File: config.mk
export PLATFORM = sky130hd
export DESIGN_NAME = utf8_validate_count
export DESIGN_NICKNAME = d
export VERILOG_FILES = /design/src/rtl/uvc_pkg.sv /design/src/rtl/utf8_validate_count.sv
export VERILOG_INCLUDE_DIRS = /design/src /design/src/rtl
export SDC_FILE = /design/constraint.sdc
export NUM_CORES = 1
export LEC_CHECK = 0
export BUFFER_PORTS_ARGS = -buffer_cell sky130_fd_sc_hd__buf_2
export CORE_MARGIN = 5
export CORE_UTILIZATION = 43
export DETAILED_ROUTE_END_ITERATION = 10
export GPL_ROUTABILITY_DRIVEN = 0
export SKIP_CTS_REPAIR_TIMING = 1
export SYNTH_ARGS = -nofsm -noshare
export SYNTH_HDL_FRONTEND = slang
export SYNTH_SLANG_ARGS = --single-unit
File: constraint.sdc
create_clock -name clk -period 5.5 [get_ports clk]
set_clock_uncertainty 0.05 [all_clocks]
set_input_delay 0.275 -clock clk [delete_from_list [all_inputs] [get_ports clk]]
set_output_delay 0.275 -clock clk [all_outputs]
set_load 0.005 [all_outputs]
File: src/rtl/utf8_validate_count_macros.svh
// ----------------------------------------------------------------------------
// utf8_validate_count_macros
// Assertion macros used by utf8_validate_count.
// ----------------------------------------------------------------------------
// Each macro expects clk and rst_n in scope.
`ifndef UTF8_VALIDATE_COUNT_MACROS_SVH
`define UTF8_VALIDATE_COUNT_MACROS_SVH

// Condition that must hold on every clock edge outside reset
`define UVC_ASSERT(lbl, expr, msg) \
    lbl: assert property (@(posedge clk) disable iff (!rst_n) (expr)) else $error(msg);

// Antecedent on one edge implies the consequent on the next edge
`define UVC_ASSERT_NEXT(lbl, ante, cons, msg) \
    lbl: assert property (@(posedge clk) disable iff (!rst_n) (ante) |=> (cons)) \
        else $error(msg);

`endif

File: src/rtl/uvc_pkg.sv
// ----------------------------------------------------------------------------
// uvc_pkg
// Status codes, byte-range and code-point constants for the UTF-8 validator/counter.
// ----------------------------------------------------------------------------
package uvc_pkg;

    // Result status codes
    typedef enum logic [1:0] {
        STATUS_VALID     = 2'd0,
        STATUS_MALFORMED = 2'd1,
        STATUS_TOO_LONG  = 2'd2
    } status_t;

    // Lead and continuation byte ranges
    localparam logic [7:0] ASCII_LIMIT = 8'h80;
    localparam logic [7:0] LEAD2_MIN   = 8'hC2;
    localparam logic [7:0] LEAD2_MAX   = 8'hDF;
    localparam logic [7:0] LEAD3_MIN   = 8'hE0;
    localparam logic [7:0] LEAD3_MAX   = 8'hEF;
    localparam logic [7:0] LEAD4_MIN   = 8'hF0;
    localparam logic [7:0] LEAD4_MAX   = 8'hF4;
    localparam logic [1:0] CONT_TAG    = 2'b10;

    // Code point limits
    localparam logic [20:0] CTRL_LIMIT   = 21'h00020;
    localparam logic [20:0] DEL_CHAR     = 21'h0007F;
    localparam logic [20:0] MIN_THREE    = 21'h00800;
    localparam logic [20:0] SURR_MIN     = 21'h0D800;
    localparam logic [20:0] SURR_MAX     = 21'h0DFFF;
    localparam logic [20:0] MIN_FOUR     = 21'h10000;
    localparam logic [20:0] MAX_CODE_PT  = 21'h10FFFF;

    // Code point counter saturation value
    localparam logic [7:0] POINT_SAT = 8'hFF;

endpackage

File: src/rtl/utf8_validate_count.sv
// The result of a final byte is registered into the output buffer when its transaction is accepted.
// Throughput: one byte per cycle while in_stall is low; the decode and range checks sit in one register stage.
// A two-entry output buffer lets input continue while one result waits on out_stall.
// in_stall rises only when both output entries hold results.
// Reset (rst_n low, asynchronous) clears the decoder state and empties the output buffer.
// ----------------------------------------------------------------------------
// utf8_validate_count
// Validates a UTF-8 string taken one byte per transaction and reports a
// status and, for a valid string, the code-point count on the final transaction.
// ----------------------------------------------------------------------------
`include "utf8_validate_count_macros.svh"

module utf8_validate_count
    import uvc_pkg::*;
#(
    parameter int MAX_LEN = 128
)
(
    input  logic       clk,
    input  logic       rst_n,
    input  logic       in_valid,
    output logic       in_stall,
    input  logic [7:0] text_byte,
    input  logic       last,
    input  logic       empty_req,
    output logic       out_valid,
    input  logic       out_stall,
    output logic [1:0] status,
    output logic [7:0] code_points
);

    // Byte counter saturates at MAX_LEN + 1
    localparam int CNT_W = $clog2(MAX_LEN + 2);
    localparam logic [CNT_W-1:0] MAX_LEN_C = CNT_W'(MAX_LEN);

    // Decoder state
    logic [1:0]       pend_reg, pend_next;
    logic [1:0]       seq_len_reg, seq_len_next;
    logic [20:0]      cp_reg, cp_next;
    logic [7:0]       point_cnt_reg, point_cnt_next;
    logic [CNT_W-1:0] byte_cnt_reg, byte_cnt_next;
    logic             err_reg, err_next;

    // Output buffer: main entry drives the port, skid entry catches overflow
    logic             main_valid_reg, skid_valid_reg;
    status_t          main_status_reg, skid_status_reg;
    logic [7:0]       main_points_reg, skid_points_reg;

    logic             in_accept;
    logic             out_pop;
    logic             final_item;
    logic             push;
    logic [20:0]      cp_shift;
    logic             seq_bad;
    status_t          res_status;
    logic [7:0]       res_points;

    assign in_stall   = skid_valid_reg;
    assign in_accept  = in_valid && !in_stall;
    assign out_valid  = main_valid_reg;
    assign out_pop    = main_valid_reg && !out_stall;
    assign status     = main_status_reg;
    assign code_points = main_points_reg;
    assign final_item = last || empty_req;
    assign push       = in_accept && final_item;

    // Continuation payload shifted into the partial code point
    assign cp_shift = {cp_reg[14:0], text_byte[5:0]};

    // Range checks on a completed multi-byte sequence
    always_comb
    begin
        seq_bad = 1'b0;
        if (seq_len_reg == 2'd2 &&
            (cp_shift < MIN_THREE || (cp_shift >= SURR_MIN && cp_shift <= SURR_MAX)))
            seq_bad = 1'b1;
        if (seq_len_reg == 2'd3 && (cp_shift < MIN_FOUR || cp_shift > MAX_CODE_PT))
            seq_bad = 1'b1;
        if (cp_shift < CTRL_LIMIT || cp_shift == DEL_CHAR)
            seq_bad = 1'b1;
    end

    // Per-byte decode
    always_comb
    begin
        pend_next      = pend_reg;
        seq_len_next   = seq_len_reg;
        cp_next        = cp_reg;
        point_cnt_next = point_cnt_reg;
        byte_cnt_next  = byte_cnt_reg;
        err_next       = err_reg;
        if (!empty_req)
        begin
            if (byte_cnt_reg <= MAX_LEN_C)
                byte_cnt_next = byte_cnt_reg + 1'b1;
            if (!err_reg)
            begin
                if (pend_reg == 2'd0)
                begin
                    priority if (text_byte < ASCII_LIMIT)
                    begin
                        if (text_byte < CTRL_LIMIT[7:0] || text_byte == DEL_CHAR[7:0])
                            err_next = 1'b1;
                        else if (point_cnt_reg != POINT_SAT)
                            point_cnt_next = point_cnt_reg + 1'b1;
                    end
                    else if (text_byte >= LEAD2_MIN && text_byte <= LEAD2_MAX)
                    begin
                        cp_next      = {16'd0, text_byte[4:0]};
                        pend_next    = 2'd1;
                        seq_len_next = 2'd1;
                    end
                    else if (text_byte >= LEAD3_MIN && text_byte <= LEAD3_MAX)
                    begin
                        cp_next      = {17'd0, text_byte[3:0]};
                        pend_next    = 2'd2;
                        seq_len_next = 2'd2;
                    end
                    else if (text_byte >= LEAD4_MIN && text_byte <= LEAD4_MAX)
                    begin
                        cp_next      = {18'd0, text_byte[2:0]};
                        pend_next    = 2'd3;
                        seq_len_next = 2'd3;
                    end
                    else
                    begin
                        err_next = 1'b1;
                    end
                end
                else if (text_byte[7:6] != CONT_TAG)
                begin
                    err_next = 1'b1;
                end
                else
                begin
                    cp_next   = cp_shift;
                    pend_next = pend_reg - 1'b1;
                    if (pend_reg == 2'd1)
                    begin
                        if (seq_bad)
                            err_next = 1'b1;
                        else if (point_cnt_reg != POINT_SAT)
                            point_cnt_next = point_cnt_reg + 1'b1;
                        seq_len_next = 2'd0;
                        cp_next      = 21'd0;
                    end
                end
            end
        end
    end

    // Final status from the updated state
    always_comb
    begin
        res_points = 8'd0;
        priority if (byte_cnt_next > MAX_LEN_C)
            res_status = STATUS_TOO_LONG;
        else if (err_next || pend_next != 2'd0)
            res_status = STATUS_MALFORMED;
        else
        begin
            res_status = STATUS_VALID;
            res_points = point_cnt_next;
        end
    end

    // Decoder state registers; cleared after each final transaction
    always_ff @(posedge clk or negedge rst_n)
    begin
        if (!rst_n)
        begin
            pend_reg      <= 2'd0;
            seq_len_reg   <= 2'd0;
            cp_reg        <= 21'd0;
            point_cnt_reg <= 8'd0;
            byte_cnt_reg  <= '0;
            err_reg       <= 1'b0;
        end
        else if (in_accept)
        begin
            if (final_item)
            begin
                pend_reg      <= 2'd0;
                seq_len_reg   <= 2'd0;
                cp_reg        <= 21'd0;
                point_cnt_reg <= 8'd0;
                byte_cnt_reg  <= '0;
                err_reg       <= 1'b0;
            end
            else
            begin
                pend_reg      <= pend_next;
                seq_len_reg   <= seq_len_next;
                cp_reg        <= cp_next;
                point_cnt_reg <= point_cnt_next;
                byte_cnt_reg  <= byte_cnt_next;
                err_reg       <= err_next;
            end
        end
    end

    // Output buffer valid flags
    always_ff @(posedge clk or negedge rst_n)
    begin
        if (!rst_n)
        begin
            main_valid_reg <= 1'b0;
            skid_valid_reg <= 1'b0;
        end
        else if (out_pop)
        begin
            main_valid_reg <= skid_valid_reg || push;
            skid_valid_reg <= 1'b0;
        end
        else if (push)
        begin
            main_valid_reg <= 1'b1;
            skid_valid_reg <= main_valid_reg;
        end
    end

    // Output buffer payload
    always_ff @(posedge clk)
    begin
        if (out_pop)
        begin
            if (skid_valid_reg)
            begin
                main_status_reg <= skid_status_reg;
                main_points_reg <= skid_points_reg;
            end
            else if (push)
            begin
                main_status_reg <= res_status;
                main_points_reg <= res_points;
            end
        end
        else if (push)
        begin
            if (main_valid_reg)
            begin
                skid_status_reg <= res_status;
                skid_points_reg <= res_points;
            end
            else
            begin
                main_status_reg <= res_status;
                main_points_reg <= res_points;
            end
        end
    end

    // Checks
    `UVC_ASSERT(a_skid_needs_main, !skid_valid_reg || main_valid_reg,
        "skid entry full while main entry empty")
    `UVC_ASSERT(a_pend_within_len, pend_reg <= seq_len_reg,
        "more continuations pending than the sequence holds")
    `UVC_ASSERT_NEXT(a_clear_after_final, in_accept && final_item,
        byte_cnt_reg == '0 && pend_reg == 2'd0 && !err_reg,
        "decoder state not cleared after final transaction")
    `UVC_ASSERT_NEXT(a_skid_refills_main, out_pop && skid_valid_reg,
        main_valid_reg && !skid_valid_reg, "buffered result lost on drain")

endmodule
==> impl_metrics.toml, run 1 <==
[status]
status = "finished, violations left"
violations = "hold timing"

[route]
viasPerCell = 5.73
first_pass_iters = 4
drtIter0Drc = 174
routed_wire_length_per_instance_um = 15.4
drc = 0
antenna_left = 0
drt_wl_total_mm = 7.83
vias = 2917

[floorplanning]
io_pins = 26
die_area_um2 = 10100
core_um2 = 8090
initial_core_util_pct = 43.3
die_h_um = 100
die_x_um = 100
row_count = 33

[synthesis]
synth_area_leader_cell = "dfrtp_1"
synth_top_area_share_pct = 27.1
yosysUniqueCellTypes = 64
synth-seq-cells = 58
seq_area_frac_synth_pct = 44.3
ys.flop_type = "dfrtp_1"
avgSynthCellArea_um2 = 9.24
synth-edff-count = 20
synth_area_leaders = "dfrtp_1 (27%), edfxtp_1 (17%), o31ai_1 (5.4%)"
synth_nets = 398
syn-cell-area_um2 = 3500
syn_inst = 379
ys_warn_count = 0
async_flop_share_pct = 65.5

[worst_setup_path]
crit_fanout = 16
cp.arrival_ps = 2960
cp.required_ps = 5600
start_kind = "flop"
crit_type = "reg2reg"
endpoint_kind = "flop"

[finish]
final_core_util_pct = 48.6
drive_gt1_share_pct = 15.1
largest_reg_flops = 15
nNetsFinal = 418
fillers = 809
diodes = 0
syn_to_final_growth_pct = 12.3

[global_routing]
track_usage_pct = 16.5
grt_pass1_vias = 2717
grt_max_degree = 39
grt_pass1_wl_mm = 13.3
grt_antenna_before_repair = 0
grt-ovfl-total = 0

[clocking]
clkTransAtPathRegs_ps = 70
clock_path_buffers = 2
clk_latency_ps = 330
cts_tree = "yes"
cts_inserted_buffers = 9
cts_root_buf = "clkbuf_8"
htree_levels = 3
cts.sinks = 58

[worst_hold_path]
hold_class = "in2async"

[pwr]
power_mw = 1.25
cellPowerDensity_nw_per_um2 = 317
power_leakage_nw = 1.55
peakVddDrop_mv = 0.131

[timing]
relSlewSlack_pct = 24.0
whs_ps = -0.335
fmax_ghz = 0.350
grt_setup_unrepaired = "no"
hold_viol = 1
setup_viol = 0
worst_slew_pin_slew_ps = 1130
finalSetupTns_ps = 0
worst_slack_ps = 2640
min_period_ps = 2860
slew_violations = 0
finalCritPeriodShare_pct = 51.9

[job]
maxCapViolations = 0

[placed_design]
io_buffers = 25
dp_slack_ps = 2680
dp.final_hpwl_mm = 5.64
-- kinds of logic (layout without fill, tap and decap cells) --
group / Yosys count / count (layout) / share of synthesized area (%)
fa+ha+maj: 5 / 5 / 1.79
flops: 58 / 58 / 44.3
mux: 7 / 7 / 2.11
simple gates: 147 / 147 / 21.6
buf+inv: 35 / 60 / 4.25
compound gates: 123 / 123 / 25.0
xor+xnor: 4 / 4 / 1.00
-- cell usage in the layout, fill, tap and decap left out, types with 5 or more instances in the layout --
master     n
and3_1    10
nor2_1    31
buf_2     25
a21oi_1   13
nor4_1     5
nand3_1   12
nand2_1   45
o31ai_1   25
nor2b_1    5
nand4_1    6
ha_1       5
buf_4      5
clkbuf_8  14
o22ai_1    6
nor3_1     7
o21ai_0   33
a21o_1     5
edfxtp_1  20
inv_1     14
dfrtp_1   38
-- worst max-delay path, stage by stage (launching register included) --
cell and delay [ps]:
dfrtp_1 470, inv_1 70, ha_1 330, or4b_1 510, o2bb2ai_1 170, a21oi_1 130, a211oi_4 310, o2111ai_4 290
o31ai_1 340
-- final timing paths --
check / from / end / slack [ps] / cells past startpoint
worst max-delay path: byte_cnt_reg[0]$_DFFE_PN0P_ / code_points[2]$_DFFE_PP_ / 2640 / 8
worst min-delay path: rst_n / byte_cnt_reg[3]$_DFFE_PN0P_ / -0.3 / 1
worst max register to register: byte_cnt_reg[0]$_DFFE_PN0P_ / code_points[2]$_DFFE_PP_ / 2640 / 8
worst min register to register: seq_len_reg[0]$_DFFE_PN0P_ / seq_len_reg[0]$_DFFE_PN0P_ / 460 / 2
max in group asynchronous: rst_n / err_reg$_DFFE_PN0P_ / 4850 / 1
min in group clk: text_byte[0] / cp_reg[0]$_DFFE_PN0P_ / 160 / 3
-- per-layer routing --
layer / global-route usage [%] / part of all wire [%] / wire (µm)
met1: 23.5 / 49 / 3870
met5: 0 / 0 / 0
met2: 24.7 / 45 / 3490
met4: 5.28 / 1.2 / 96
met3: 4.03 / 4.7 / 368
-- where the power goes --
part,switching [mW],internal [mW]
logic,0.180,0.0993
clock network,0.160,0.272
registers,0.0278,0.507
-- Yosys cell counts, types with 3 or more instances --
cell type and instances:
a211oi_1 3, a21o_1 5, a21oi_1 13, a22o_1 3, a31oi_1 3, a41oi_1 3, and3_1 10, clkbuf_1 16
dfrtp_1 38, edfxtp_1 20, ha_1 5, inv_1 14, mux2_2 3, mux2i_1 4, nand2_1 45, nand2b_1 4
nand3_1 12, nand4_1 6, nor2_1 31, nor2b_1 5, nor3_1 7, nor4_1 5, o211ai_1 4, o21ai_0 33
o22ai_1 6, o31ai_1 25, or2_2 3, or3_1 3
-- layout make-up --
cell class	instances	area (µm²)	share of cell area (%)
flip-flops and latches	58	1550	39.4
clock buffers	15	196	4.99
repair buffers	30	163	4.13
well taps	105	131	3.34
inverters	14	52.6	1.34
clock inverters	1	30.0	0.763
multi-input cells	286	1810	46.0
-- metrics by stage --
stage	cells	area (µm²)
after floorplan	379	3500
after CTS	509	3940
final	509	3940
after global routing	509	3940
after global placement	493	3710
after detailed placement	493	3710
(Power assumes the default switching activity.)
==> inputs of run 2 (changes only) <==
Settings changed: ABC_AREA set to 1.
Clock period 5.5 ns to 2.31 ns, I/O delays scaled along.
==> run 2 against run 1 <==
Against the previous run:
- the run now ends clean
- fmax grew 31%
- setup slack lost 2500 ps
- global-route usage shrank 0.090 points
- hold slack gained 7.8 ps
- area after synthesis shrank 2.0%
- largest cell class unchanged
- critical endpoint is now code_points[5]$_DFFE_PP_
- combinational power grew to 3.5 times the previous value
- cell count grew 19%
- largest power group unchanged
==> impl_metrics.toml, run 2 <==
[worst_setup_path]
endpoint_kind = "flop"
start_kind = "flop"
crit_fanout = 8
ff2ff_path_depth = 15
regToRegSetupSlack_ps = 130
cp.required_ps = 2450
cp.arrival_ps = 2320
crit_type = "reg2reg"
reg2reg_from = "byte_cnt_reg[1]$_DFFE_PN0P_"
timing.rr.end = "code_points[5]$_DFFE_PP_"

[global_routing]
grt-ovfl-total = 0
grt_max_degree = 39
grt_antenna_before_repair = 0
track_usage_pct = 16.4
grt_pass1_wl_mm = 13.2
grt_pass1_vias = 2862

[placed_design]
dp.final_hpwl_mm = 5.56
io_buffers = 25
dp_slack_ps = 122
dpl_cell_area_um2 = 3720

[synthesis]
synth_area_leaders = "dfrtp_1 (28%), edfxtp_1 (17%), nand2_1 (12%)"
avgSynthCellArea_um2 = 7.56
seq_area_frac_synth_pct = 45.2
synth_top_area_share_pct = 27.7
synth-seq-cells = 58
synth_nets = 473
async_flop_share_pct = 65.5
syn-cell-area_um2 = 3430
synth-edff-count = 20
synth_area_leader_cell = "dfrtp_1"
yosysUniqueCellTypes = 32
netlist_top_cells_count = "nand2_1 (110), inv_1 (61), nor2_1 (55), nand3_1 (43), dfrtp_1 (38)"
syn_inst = 454
ys_warn_count = 0
ys.flop_type = "dfrtp_1"
yosysMostFrequentCell = "nand2_1"

[pwr]
power_mw = 3.16
cellPowerDensity_nw_per_um2 = 789
peakVddDrop_mv = 0.356
power_leakage_nw = 1.93

[clocking]
clk_latency_ps = 330
clkTransAtPathRegs_ps = 70
htree_levels = 3
cts.sinks = 58
clock_path_buffers = 2
cts_inserted_buffers = 9
cts_tree = "yes"
cts_root_buf = "clkbuf_8"

[timing]
worst_slack_ps = 130
finalSetupTns_ps = 0
min_period_ps = 2180
fmax_ghz = 0.459
relSlewSlack_pct = 40.5
worst_slew_pin_slew_ps = 893
setup_viol = 0
whs_ps = 7.51
slew_violations = 0
hold_viol = 0
finalCritPeriodShare_pct = 94.4

[worst_hold_path]
hold_depth = 3
hold_path_end = "cp_reg[0]$_DFFE_PN0P_"
min_from = "text_byte[0]"
hold_class = "in2reg"

[route]
viasPerCell = 4.96
vias = 3002
drt_wl_total_mm = 7.61
drc = 0
routed_wire_length_per_instance_um = 12.6
first_pass_iters = 5
drtIter0Drc = 170
antenna_left = 0

[floorplanning]
row_count = 32
die_area_um2 = 9870
core_um2 = 7770
io_pins = 26
initial_core_util_pct = 44.2
die_x_um = 99.4
die_h_um = 99.4

[finish]
largest_reg_flops = 15
final_cell_mix = "nand2_1 (108), inv_1 (57), nor2_1 (55)"
diodes = 0
syn_to_final_growth_pct = 16.7
nNetsFinal = 517
design_area_um2 = 4010
fillers = 759
drive_gt1_share_pct = 19.7
final_common_cell = "nand2_1"

[job]
maxCapViolations = 0

[status]
status = "complete, no violations"
## run 2: cell types whose count changed in the layout (fill, tap and decap cells not counted), sizes merged, moves of 10 or more
cell   previous run  this run
nand2            45       122
inv              14        64
nand3            12        44
nor2             31        62
o31ai            27         0
and3             10         0
## run 2: final cells by class
| type | count | area (µm²) | share of cell area, % |
|---|---|---|---|
| multi-input cells | 323 | 1660 | 41.4 |
| flip-flops and latches | 58 | 1550 | 38.8 |
| inverters | 66 | 248 | 6.19 |
| repair buffers | 40 | 240 | 6.00 |
| clock buffers | 11 | 131 | 3.28 |
| well taps | 102 | 128 | 3.19 |
| clock inverters | 5 | 46.3 | 1.16 |
## run 2: per-stage QoR
| step | cells | utilization [%] |
|---|---|---|
| finish | 605 | 51.6 |
| global route | 605 | 51.6 |
| CTS | 599 | 50.2 |
| global placement | 583 | 47.9 |
| floorplan | 454 | - |
| detailed placement | 583 | 47.9 |
## run 2: worst max-delay path by stage
stage,from,endpoint,slack (ps)
floorplan,pend_reg[0]$_DFFE_PN0P_,code_points[5]$_DFFE_PP_,250
global route,byte_cnt_reg[1]$_DFFE_PN0P_,code_points[5]$_DFFE_PP_,-30
CTS,byte_cnt_reg[0]$_DFFE_PN0P_,code_points[5]$_DFFE_PP_,110
detailed placement,byte_cnt_reg[0]$_DFFE_PN0P_,code_points[5]$_DFFE_PP_,120
finish,byte_cnt_reg[1]$_DFFE_PN0P_,code_points[5]$_DFFE_PP_,130
global placement,pend_reg[0]$_DFFE_PN0P_,code_points[5]$_DFFE_PP_,130
## run 2: cell families after synthesis
| family | after synthesis | share of synthesized area, % |
|---|---|---|
| AO/OA/AOI/OAI | 68 | 11.8 |
| AND/OR/NAND/NOR | 246 | 32.1 |
| adder cells (fa/ha/maj) | 5 | 1.82 |
| buffers and inverters | 73 | 8.09 |
| flip-flops | 58 | 45.2 |
| XOR/XNOR | 4 | 1.02 |
## run 2: worst max-delay path, stage by stage, from the launching register on
cell	delay, ps
dfrtp_1	400
inv_2	90
ha_4	120
inv_1	30
nor2_1	70
nand3_1	80
nand2_2	130
buf_4	130
nand3_1	50
nand2_1	120
nand3_2	100
nor2_4	120
a21oi_4	90
nor2_8	200
nand2_2	90
a21oi_2	140
## run 2: routing by layer
metal / vias to the layer above / wire length (µm) / GRT usage, %
met5: - / 0 / 0
met4: 0 / 85 / 5.36
met3: 8 / 350 / 3.02
met2: 61 / 3320 / 25.0
met1: 1364 / 3850 / 23.5
li1: 1569 / - / -
## run 2: report_power, final
part	leakage, nW	internal, mW	total, mW	switching (mW)
Combinational	1.13	0.354	0.975	0.621
Clock	0.0898	0.486	0.876	0.390
Sequential	0.709	1.23	1.31	0.0781
Total	1.93	2.07	3.16	1.09
